$ cat config.mk
export PLATFORM = sky130hd
export DESIGN_NAME = bmh_ctrl
export DESIGN_NICKNAME = d
export VERILOG_FILES = /design/src/hdl/bmh_pkg.sv /design/src/hdl/bmh_ctrl.sv
export SDC_FILE = /design/constraint.sdc
export NUM_CORES = 1
export LEC_CHECK = 0
export ABC_AREA = 1
export BUFFER_PORTS_ARGS = -buffer_cell sky130_fd_sc_hd__buf_2
export CAP_MARGIN = 40
export CORE_ASPECT_RATIO = 0.75
export CORE_UTILIZATION = 25
export CTS_CLUSTER_DIAMETER = 50
export DETAILED_ROUTE_END_ITERATION = 12
export REMOVE_ABC_BUFFERS = 1
export SETUP_SLACK_MARGIN = 0.4
export SYNTH_ARGS = -nofsm -noshare
export SYNTH_HDL_FRONTEND = slang
export SYNTH_SLANG_ARGS = --single-unit
$ cat constraint.sdc
create_clock -name clk -period 1.3 [get_ports clk]
set_input_delay 0.13 -clock clk [delete_from_list [all_inputs] [get_ports clk]]
set_output_delay 0.13 -clock clk [all_outputs]
set_load 0.02 [all_outputs]
$ cat src/hdl/bmh_pkg.sv
// Shared types and constants for the binary max-heap priority queue.
// Holds sizes, operation and status codes, and the controller/datapath
// command and status structs. No dependencies.
`default_nettype none

package bmh_pkg;

  localparam int DEPTH      = 1024;
  localparam int KEY_BITS   = 32;
  localparam int ADDR_W     = $clog2(DEPTH);
  localparam int CNT_W      = ADDR_W + 1;
  localparam int KIND_W     = 3;
  localparam int STATUS_W   = 2;
  localparam logic [CNT_W-1:0] CAP_RESET = CNT_W'(DEPTH);

  typedef enum logic [KIND_W-1:0] {
    K_INSERT       = 3'd0,
    K_REMOVE_FIRST = 3'd1,
    K_REMOVE_AT    = 3'd2,
    K_APPEND_RAW   = 3'd3,
    K_BUILD        = 3'd4
  } kind_t;

  typedef enum logic [STATUS_W-1:0] {
    ST_OK    = 2'd0,
    ST_FULL  = 2'd1,
    ST_EMPTY = 2'd2,
    ST_RANGE = 2'd3
  } status_t;

  typedef enum logic [2:0] {
    RS_POS, RS_CNT, RS_PARENT, RS_LEFT, RS_RIGHT, RS_BLD
  } rd_sel_t;

  typedef enum logic [2:0] {
    PS_KEEP, PS_CNT, PS_PARENT, PS_CHILD, PS_BLD
  } pos_sel_t;

  typedef enum logic {
    KS_KEEP, KS_RD
  } key_sel_t;

  typedef enum logic {
    WA_POS, WA_CNT
  } wa_sel_t;

  typedef enum logic [1:0] {
    WD_KEY, WD_RD, WD_CHILD
  } wd_sel_t;

  typedef struct packed {
    logic     ld_in;
    logic     rd_en;
    rd_sel_t  rd_sel;
    logic     wr_en;
    wa_sel_t  wa_sel;
    wd_sel_t  wd_sel;
    pos_sel_t pos_sel;
    key_sel_t key_sel;
    logic     cnt_inc;
    logic     cnt_dec;
    logic     ld_removed;
    logic     ld_left;
    logic     ld_right;
    logic     bld_init;
    logic     bld_dec;
    logic     st_ld;
    status_t  st_code;
    logic     ld_out;
  } cmd_t;

  typedef struct packed {
    logic [KIND_W-1:0] kind;
    logic              full;
    logic              empty;
    logic              bad_pos;
    logic              pos_last;
    logic              pos_zero;
    logic              up_gt;
    logic              dn_more;
    logic              has_right;
    logic              key_gt_child;
    logic              bld_zero;
    logic              half_zero;
  } sts_t;

endpackage

`default_nettype wire

$ cat src/hdl/bmh_ctrl.sv
// Controller of the heap queue: one-hot state machine sequencing decode,
// sift-up, sift-down, build and result hand-off. Depends on bmh_pkg.
`default_nettype none

module bmh_ctrl (
  input  wire logic          clk,
  input  wire logic          rst_n,
  input  wire logic          in_valid,
  input  wire logic          out_stall,
  input  wire bmh_pkg::sts_t sts,
  output bmh_pkg::cmd_t      cmd,
  output logic               in_stall,
  output logic               out_valid
);
  import bmh_pkg::*;

  typedef enum logic [12:0] {
    S_IDLE   = 13'b0000000000001,
    S_DISP   = 13'b0000000000010,
    S_RM_D0  = 13'b0000000000100,
    S_RM_D1  = 13'b0000000001000,
    S_UP_CHK = 13'b0000000010000,
    S_UP_CMP = 13'b0000000100000,
    S_DN_CHK = 13'b0000001000000,
    S_DN_L   = 13'b0000010000000,
    S_DN_R   = 13'b0000100000000,
    S_DN_CMP = 13'b0001000000000,
    S_BLD_RD = 13'b0010000000000,
    S_BLD_LD = 13'b0100000000000,
    S_FIN    = 13'b1000000000000
  } state_t;

  state_t state_r, state_nxt;
  logic   out_valid_r, out_valid_nxt;
  logic   out_free;
  logic   is_insert;
  logic   is_build;

  assign out_free  = !out_valid_r || !out_stall;
  assign is_insert = (sts.kind == K_INSERT);
  assign is_build  = (sts.kind == K_BUILD);

  always_comb begin
    cmd         = '0;
    cmd.rd_sel  = RS_POS;
    cmd.wa_sel  = WA_POS;
    cmd.wd_sel  = WD_KEY;
    cmd.pos_sel = PS_KEEP;
    cmd.key_sel = KS_KEEP;
    cmd.st_code = ST_OK;
    state_nxt   = state_r;

    unique case (state_r)
      S_IDLE: begin
        if (in_valid) begin
          cmd.ld_in = 1'b1;
          state_nxt = S_DISP;
        end
      end
      S_DISP: begin
        state_nxt = S_FIN;
        if (sts.kind == K_INSERT) begin
          if (sts.full) begin
            cmd.st_ld   = 1'b1;
            cmd.st_code = ST_FULL;
          end else begin
            cmd.pos_sel = PS_CNT;
            cmd.cnt_inc = 1'b1;
            state_nxt   = S_UP_CHK;
          end
        end else if (sts.kind == K_APPEND_RAW) begin
          if (sts.full) begin
            cmd.st_ld   = 1'b1;
            cmd.st_code = ST_FULL;
          end else begin
            cmd.wr_en   = 1'b1;
            cmd.wa_sel  = WA_CNT;
            cmd.cnt_inc = 1'b1;
          end
        end else if (sts.kind == K_REMOVE_FIRST) begin
          if (sts.empty) begin
            cmd.st_ld   = 1'b1;
            cmd.st_code = ST_EMPTY;
          end else begin
            cmd.cnt_dec = 1'b1;
            cmd.rd_en   = 1'b1;
            state_nxt   = S_RM_D0;
          end
        end else if (sts.kind == K_REMOVE_AT) begin
          if (sts.bad_pos) begin
            cmd.st_ld   = 1'b1;
            cmd.st_code = ST_RANGE;
          end else begin
            cmd.cnt_dec = 1'b1;
            cmd.rd_en   = 1'b1;
            state_nxt   = S_RM_D0;
          end
        end else if (sts.kind == K_BUILD) begin
          if (!sts.half_zero) begin
            cmd.bld_init = 1'b1;
            state_nxt    = S_BLD_RD;
          end
        end
      end
      S_RM_D0: begin
        cmd.ld_removed = 1'b1;
        if (sts.pos_last) begin
          state_nxt = S_FIN;
        end else begin
          cmd.rd_en  = 1'b1;
          cmd.rd_sel = RS_CNT;
          state_nxt  = S_RM_D1;
        end
      end
      S_RM_D1: begin
        cmd.key_sel = KS_RD;
        state_nxt   = S_UP_CHK;
      end
      S_UP_CHK: begin
        if (!sts.pos_zero) begin
          cmd.rd_en  = 1'b1;
          cmd.rd_sel = RS_PARENT;
          state_nxt  = S_UP_CMP;
        end else if (is_insert) begin
          cmd.wr_en = 1'b1;
          state_nxt = S_FIN;
        end else begin
          state_nxt = S_DN_CHK;
        end
      end
      S_UP_CMP: begin
        if (sts.up_gt) begin
          cmd.wr_en   = 1'b1;
          cmd.wd_sel  = WD_RD;
          cmd.pos_sel = PS_PARENT;
          state_nxt   = S_UP_CHK;
        end else if (is_insert) begin
          cmd.wr_en = 1'b1;
          state_nxt = S_FIN;
        end else begin
          state_nxt = S_DN_CHK;
        end
      end
      S_DN_CHK: begin
        if (sts.dn_more) begin
          cmd.rd_en  = 1'b1;
          cmd.rd_sel = RS_LEFT;
          state_nxt  = S_DN_L;
        end else begin
          cmd.wr_en = 1'b1;
          if (is_build && !sts.bld_zero) begin
            cmd.bld_dec = 1'b1;
            state_nxt   = S_BLD_RD;
          end else begin
            state_nxt = S_FIN;
          end
        end
      end
      S_DN_L: begin
        cmd.ld_left = 1'b1;
        if (sts.has_right) begin
          cmd.rd_en  = 1'b1;
          cmd.rd_sel = RS_RIGHT;
          state_nxt  = S_DN_R;
        end else begin
          state_nxt = S_DN_CMP;
        end
      end
      S_DN_R: begin
        cmd.ld_right = 1'b1;
        state_nxt    = S_DN_CMP;
      end
      S_DN_CMP: begin
        cmd.wr_en = 1'b1;
        if (sts.key_gt_child) begin
          if (is_build && !sts.bld_zero) begin
            cmd.bld_dec = 1'b1;
            state_nxt   = S_BLD_RD;
          end else begin
            state_nxt = S_FIN;
          end
        end else begin
          cmd.wd_sel  = WD_CHILD;
          cmd.pos_sel = PS_CHILD;
          state_nxt   = S_DN_CHK;
        end
      end
      S_BLD_RD: begin
        cmd.rd_en   = 1'b1;
        cmd.rd_sel  = RS_BLD;
        cmd.pos_sel = PS_BLD;
        state_nxt   = S_BLD_LD;
      end
      S_BLD_LD: begin
        cmd.key_sel = KS_RD;
        state_nxt   = S_DN_CHK;
      end
      S_FIN: begin
        if (out_free) begin
          cmd.ld_out = 1'b1;
          state_nxt  = S_IDLE;
        end
      end
      default: begin
        state_nxt = S_IDLE;
      end
    endcase
  end

  always_comb begin
    out_valid_nxt = out_valid_r;
    if (cmd.ld_out) begin
      out_valid_nxt = 1'b1;
    end else if (out_valid_r && !out_stall) begin
      out_valid_nxt = 1'b0;
    end
  end

  always_ff @(posedge clk) begin
    if (!rst_n) begin
      state_r     <= S_IDLE;
      out_valid_r <= 1'b0;
    end else begin
      state_r     <= state_nxt;
      out_valid_r <= out_valid_nxt;
    end
  end

  assign in_stall  = !rst_n || (state_r != S_IDLE);
  assign out_valid = out_valid_r;

  a_rd_wr_excl: assert property (@(posedge clk) disable iff (!rst_n)
    !(cmd.rd_en && cmd.wr_en))
    else $error("heap store read and write in one cycle");

  a_out_no_overwrite: assert property (@(posedge clk) disable iff (!rst_n)
    cmd.ld_out |-> (!out_valid_r || !out_stall))
    else $error("result register overwritten while stalled");

  a_out_from_load: assert property (@(posedge clk) disable iff (!rst_n)
    $rose(out_valid_r) |-> $past(cmd.ld_out))
    else $error("result valid without load");

endmodule

`default_nettype wire

After elaboration in Yosys (flattened, before gate mapping)
Cells that the tools add are included.
{"block": "word_totals", "reg_bits": 14, "in_bits": 18, "out_inout_bits": 26, "elab_cells": 114}
{"block": "op_classes", "eq_ne": 20, "muxes": 80, "reduce_logical": 12}
{"operator": "$mux W13", "n": 18}
{"operator": "$pmux W13 S13", "n": 1}
{"operator": "$mux W1", "n": 36}
{"operator": "$mux W3", "n": 8}
{"operator": "$mux W4", "n": 5}
{"operator": "$pmux W3 S5", "n": 1}
{"operator": "$eq A13 B1 Y1 const B", "n": 1}
{"operator": "$eq A13 B10 Y1 const B", "n": 1}
{"operator": "$eq A13 B11 Y1 const B", "n": 1}
{"operator": "$eq A13 B12 Y1 const B", "n": 1}
{"operator": "$eq A13 B13 Y1 const B", "n": 1}
{"operator": "$eq A13 B2 Y1 const B", "n": 1}
{"operator": "$eq A13 B3 Y1 const B", "n": 1}
{"operator": "$eq A13 B4 Y1 const B", "n": 1}
{"operator": "$eq A13 B5 Y1 const B", "n": 1}
{"operator": "$eq A13 B6 Y1 const B", "n": 1}
{"operator": "$eq A13 B7 Y1 const B", "n": 1}
{"operator": "$eq A13 B8 Y1 const B", "n": 1}
{"operator": "$eq A13 B9 Y1 const B", "n": 1}
{"operator": "$ne A13 B1 Y1 const B", "n": 1}
{"operator": "$pmux W3 S4", "n": 1}
{"operator": "$mux W10", "n": 1}
{"operator": "$mux W2", "n": 4}
{"operator": "$eq A3 B2 Y1 const B", "n": 2}
{"operator": "15 further kinds", "n": 21}

Logic depth before layout (Yosys ltp)
{"block": "depth", "word_depth": 7, "ltp_mapped": 11, "ltp_nobuf": 11}

Least setup slack after synthesis
Ideal clock, no wire load.
{"block": "synth_timing", "kind": "reg-to-output", "start": "register state_r[8]", "end": "output port cmd[22] (netlist bit)", "arrival_time_ns": 1.462, "required_ns": 1.170, "path_slack_ns": -0.292, "stages_incl_launch_ff": 11, "path_buffers": 1, "path_cell_list": "dfxtp_1 inv_1 nand2_1 nor2_8 buf_8 nand2_2 inv_2 nand2_1 nand2_1 nor2_1 nand2_1"}
{"item": "start: declaration", "line_no": "bmh_ctrl.sv:33", "text": "state_t state_r, state_nxt;"}
{"item": "start signal: assignment", "line_no": "bmh_ctrl.sv:224", "text": "state_r <= state_nxt;"}
{"item": "end: declaration", "line_no": "bmh_ctrl.sv:11", "text": "output bmh_pkg::cmd_t cmd,"}

==> flow_metrics.env <==
export IMPL_p_total_mw=1.17
export IMPL_switching_share_pct=31.6
export IMPL_setup_violations=34
export IMPL_p_sw_mw=0.370
export IMPL_hold_viol=0
export IMPL_ir_drop_v=0.000384
export IMPL_synth_area_leaders="dfxtp_1 (24%), nand2_1 (14%), nor2_1 (12%), inv_1 (10%), nand3_1 (8.4%)"
export IMPL_cts_buffer_depth=2
export IMPL_clock_sinks=14
export IMPL_path_class="flop to output pin"
export IMPL_clock_fmax_ghz=0.564
export IMPL_die_w_um=81.7
export IMPL_yosysTopAreaCellShare_pct=23.5
export IMPL_comb_power_share_pct=30.1
export IMPL_post_place_ws_ns=-0.276
export IMPL_hpwl_mm=3.09
export IMPL_grt_ovfl_total=0
export IMPL_worstSetupEndpointType="output pin"
export IMPL_synth_warnings=0
export IMPL_violations="setup timing"
export IMPL_r2r_setup_slack_ns=-0.33
export IMPL_power_density_nw_per_um2=459
export IMPL_dieArea_sq_um=5050
export IMPL_r2r_cells=14
export IMPL_max_slew_margin_pct=76.0
export IMPL_numCtsBuffers=3
export IMPL_synth_cell_types=26
export IMPL_final_cell_mix="buf_4 (48), buf_6 (42), nand2_1 (28), inv_1 (26), nor2_1 (23)"
export IMPL_nets=330
export IMPL_antenna_found_initial=0
export IMPL_via_per_inst=4.56
export IMPL_reg2reg_to="state_r[0]"
export IMPL_root_buffer="clkbuf_8"
export IMPL_seqPwrFrac_pct=38.1
export IMPL_ys_seq_area_share_pct=23.5
export IMPL_fp_row_count=21
export IMPL_clk_pin_slew_ns=0.06
export IMPL_antennaDiodeCount=0
export IMPL_utilization_pct=56.5
export IMPL_arrival_ns=1.64
export IMPL_timing_setup_tns_ns=-10.07
export IMPL_synthArstFlopShare_pct=0
export IMPL_final_common_cell="buf_4"
export IMPL_worst_setup_path_start_kind="flop"
export IMPL_synth_edf_count=0
export IMPL_insertion_delay_ns=0.25
export IMPL_worst_slack_ns=-0.473
export IMPL_yosys_most_used_dff="dfxtp_1"
export IMPL_hold_path_class="input pin to flop"
export IMPL_hold_end="state_r[0]"
export IMPL_ios=44
export IMPL_internal_power_mw=0.801
export IMPL_start_util_pct=26.4
export IMPL_drive_above_1_share_pct=64.5
export IMPL_wl_mm=4.82
export IMPL_core_sq_um=4520
export IMPL_max_cap_violations=0
export IMPL_r2r_start="state_r[11]"
export IMPL_period_share_pct=136
export IMPL_grt_pass1_wl_mm=7.02
export IMPL_grt_usage_pct=18.6
export IMPL_worstHoldStart="rst_n"
export IMPL_final_antenna_net_count=0
export IMPL_ctsHoldBuffers=0
export IMPL_vias=1675
export IMPL_place_gp_congestion=0.839
export IMPL_whs_path_depth=2
export IMPL_yosys_area_top_type="dfxtp_1"
export IMPL_cts_max_level=1
export IMPL_grt_max_degree=8
export IMPL_fp_dieH_um=61.8
export IMPL_synth_area_sq_um=1190
export IMPL_wire_per_inst_um=13.1
export IMPL_status="finished with violations"
export IMPL_drc=0
export IMPL_slew_violations=0
export IMPL_cts_tree="built"
export IMPL_finalClockSkew_ns=0.00228
export IMPL_rsz0062_at_grt="yes"
export IMPL_power_frac_clock_pct=31.8
export IMPL_crit_fanout=4
export IMPL_port_buffers=43
export IMPL_fin_crit_ns=1.77
export IMPL_syn_avg_cell_area_sq_um=5.99
export IMPL_area_growth_pct=114
export IMPL_worstMarginPinSlew_ns=0.359
export IMPL_synthCells=199
export IMPL_ys_ff_latch=14
export IMPL_drt_iter0_drc=65
export IMPL_first_pass_iters=4
export IMPL_power_leakage_nw=1.31
export IMPL_grt_pass1_vias=1592
export IMPL_cp_required_ns=1.17
==> synth_stat cells (2+ instances only) <==
cell type	n
nand2_2	5
nor2_2	11
o21ai_0	2
nand4_1	6
nor2_1	37
nor3_1	4
nand2_4	2
a21oi_1	3
inv_2	5
nand3_1	20
nor2_4	2
dfxtp_1	14
nand2_1	43
inv_1	32
nor2_8	2
==> power by group through the flow <==
stage / registers, mW / logic (mW) / clock network, mW
after global placement: 0.451 / 0.227 / 0
after floorplan: 0.451 / 0.123 / 0
after detailed placement: 0.452 / 0.227 / 0
after global routing: 0.447 / 0.381 / 0.395
final: 0.446 / 0.352 / 0.373
after CTS: 0.447 / 0.318 / 0.372
==> worst max path at each step <==
stage | start | to | slack (ns) | cells after the start
after global routing | state_r[11] | cmd[4] | -0.54 | 10
after global placement | state_r[8] | cmd[18] | -0.28 | 9
final | state_r[11] | cmd[4] | -0.47 | 10
after detailed placement | state_r[8] | cmd[18] | -0.28 | 9
after floorplan | state_r[8] | cmd[22] | -0.26 | 7
after CTS | state_r[0] | cmd[18] | -0.43 | 10
==> area by class of cell <==
cell class / count / area, sq um
Inverter: 38 / 148
Fill cell: 402 / 1970
Timing Repair Buffer: 109 / 943
Sequential cell: 14 / 289
Clock buffer: 3 / 41.3
Tap cell: 57 / 71.3
Multi-Input combinational cell: 146 / 1060
==> flip-flops by register name, indices dropped and copies added (netlist names) <==
name and cells:
state_r 13, out_valid 1
==> per-layer routing <==
layer | routed length (um) | track usage (%) | share of wire, %
met1 | 2160 | 22.8 | 45
met2 | 2320 | 33.4 | 48
met3 | 282 | 4.23 | 5.9
met4 | 65 | 4.51 | 1.3
met5 | 0 | 0 | 0
==> critical path: stages (launching register included) <==
cell,delay [ns]
dfxtp_2,0.33
nor2_4,0.13
nand2_4,0.10
nor2_4,0.19
buf_4,0.14
buf_6,0.10
nand3b_4,0.09
nand2_4,0.08
nand2_2,0.05
inv_2,0.06
buf_6,0.11
==> metrics by stage <==
stage	hold WS, ns	cells	instance area [sq um]
global route	0.144	367	2550
finish	0.129	367	2550
detailed placement	0.386	334	1730
global placement	0.381	334	1730
floorplan	0.199	197	1170
CTS	0.132	357	2340
==> cells by family (layout without fill, tap and decap cells) <==
logic type / count (synthesis) / count (layout) / share of synthesized area [%]
AOI/OAI and AO/OA: 8 / 8 / 4.51
buffers and inverters: 40 / 150 / 13.9
DFF: 14 / 14 / 23.5
and+or+nand+nor: 137 / 138 / 58.1
==> what timing repair did <==
item | 4_1_cts | 5_1_grt
gates cloned | 1 | 0
pin swaps | 29 | 20
buffers inserted | 19 | 10
gates resized for setup | 120 | 36
endpoints found under the setup margin | 39 | 40
hold endpoints to repair | 0 | 0
Note: power is estimated with default switching activity, not from simulation.
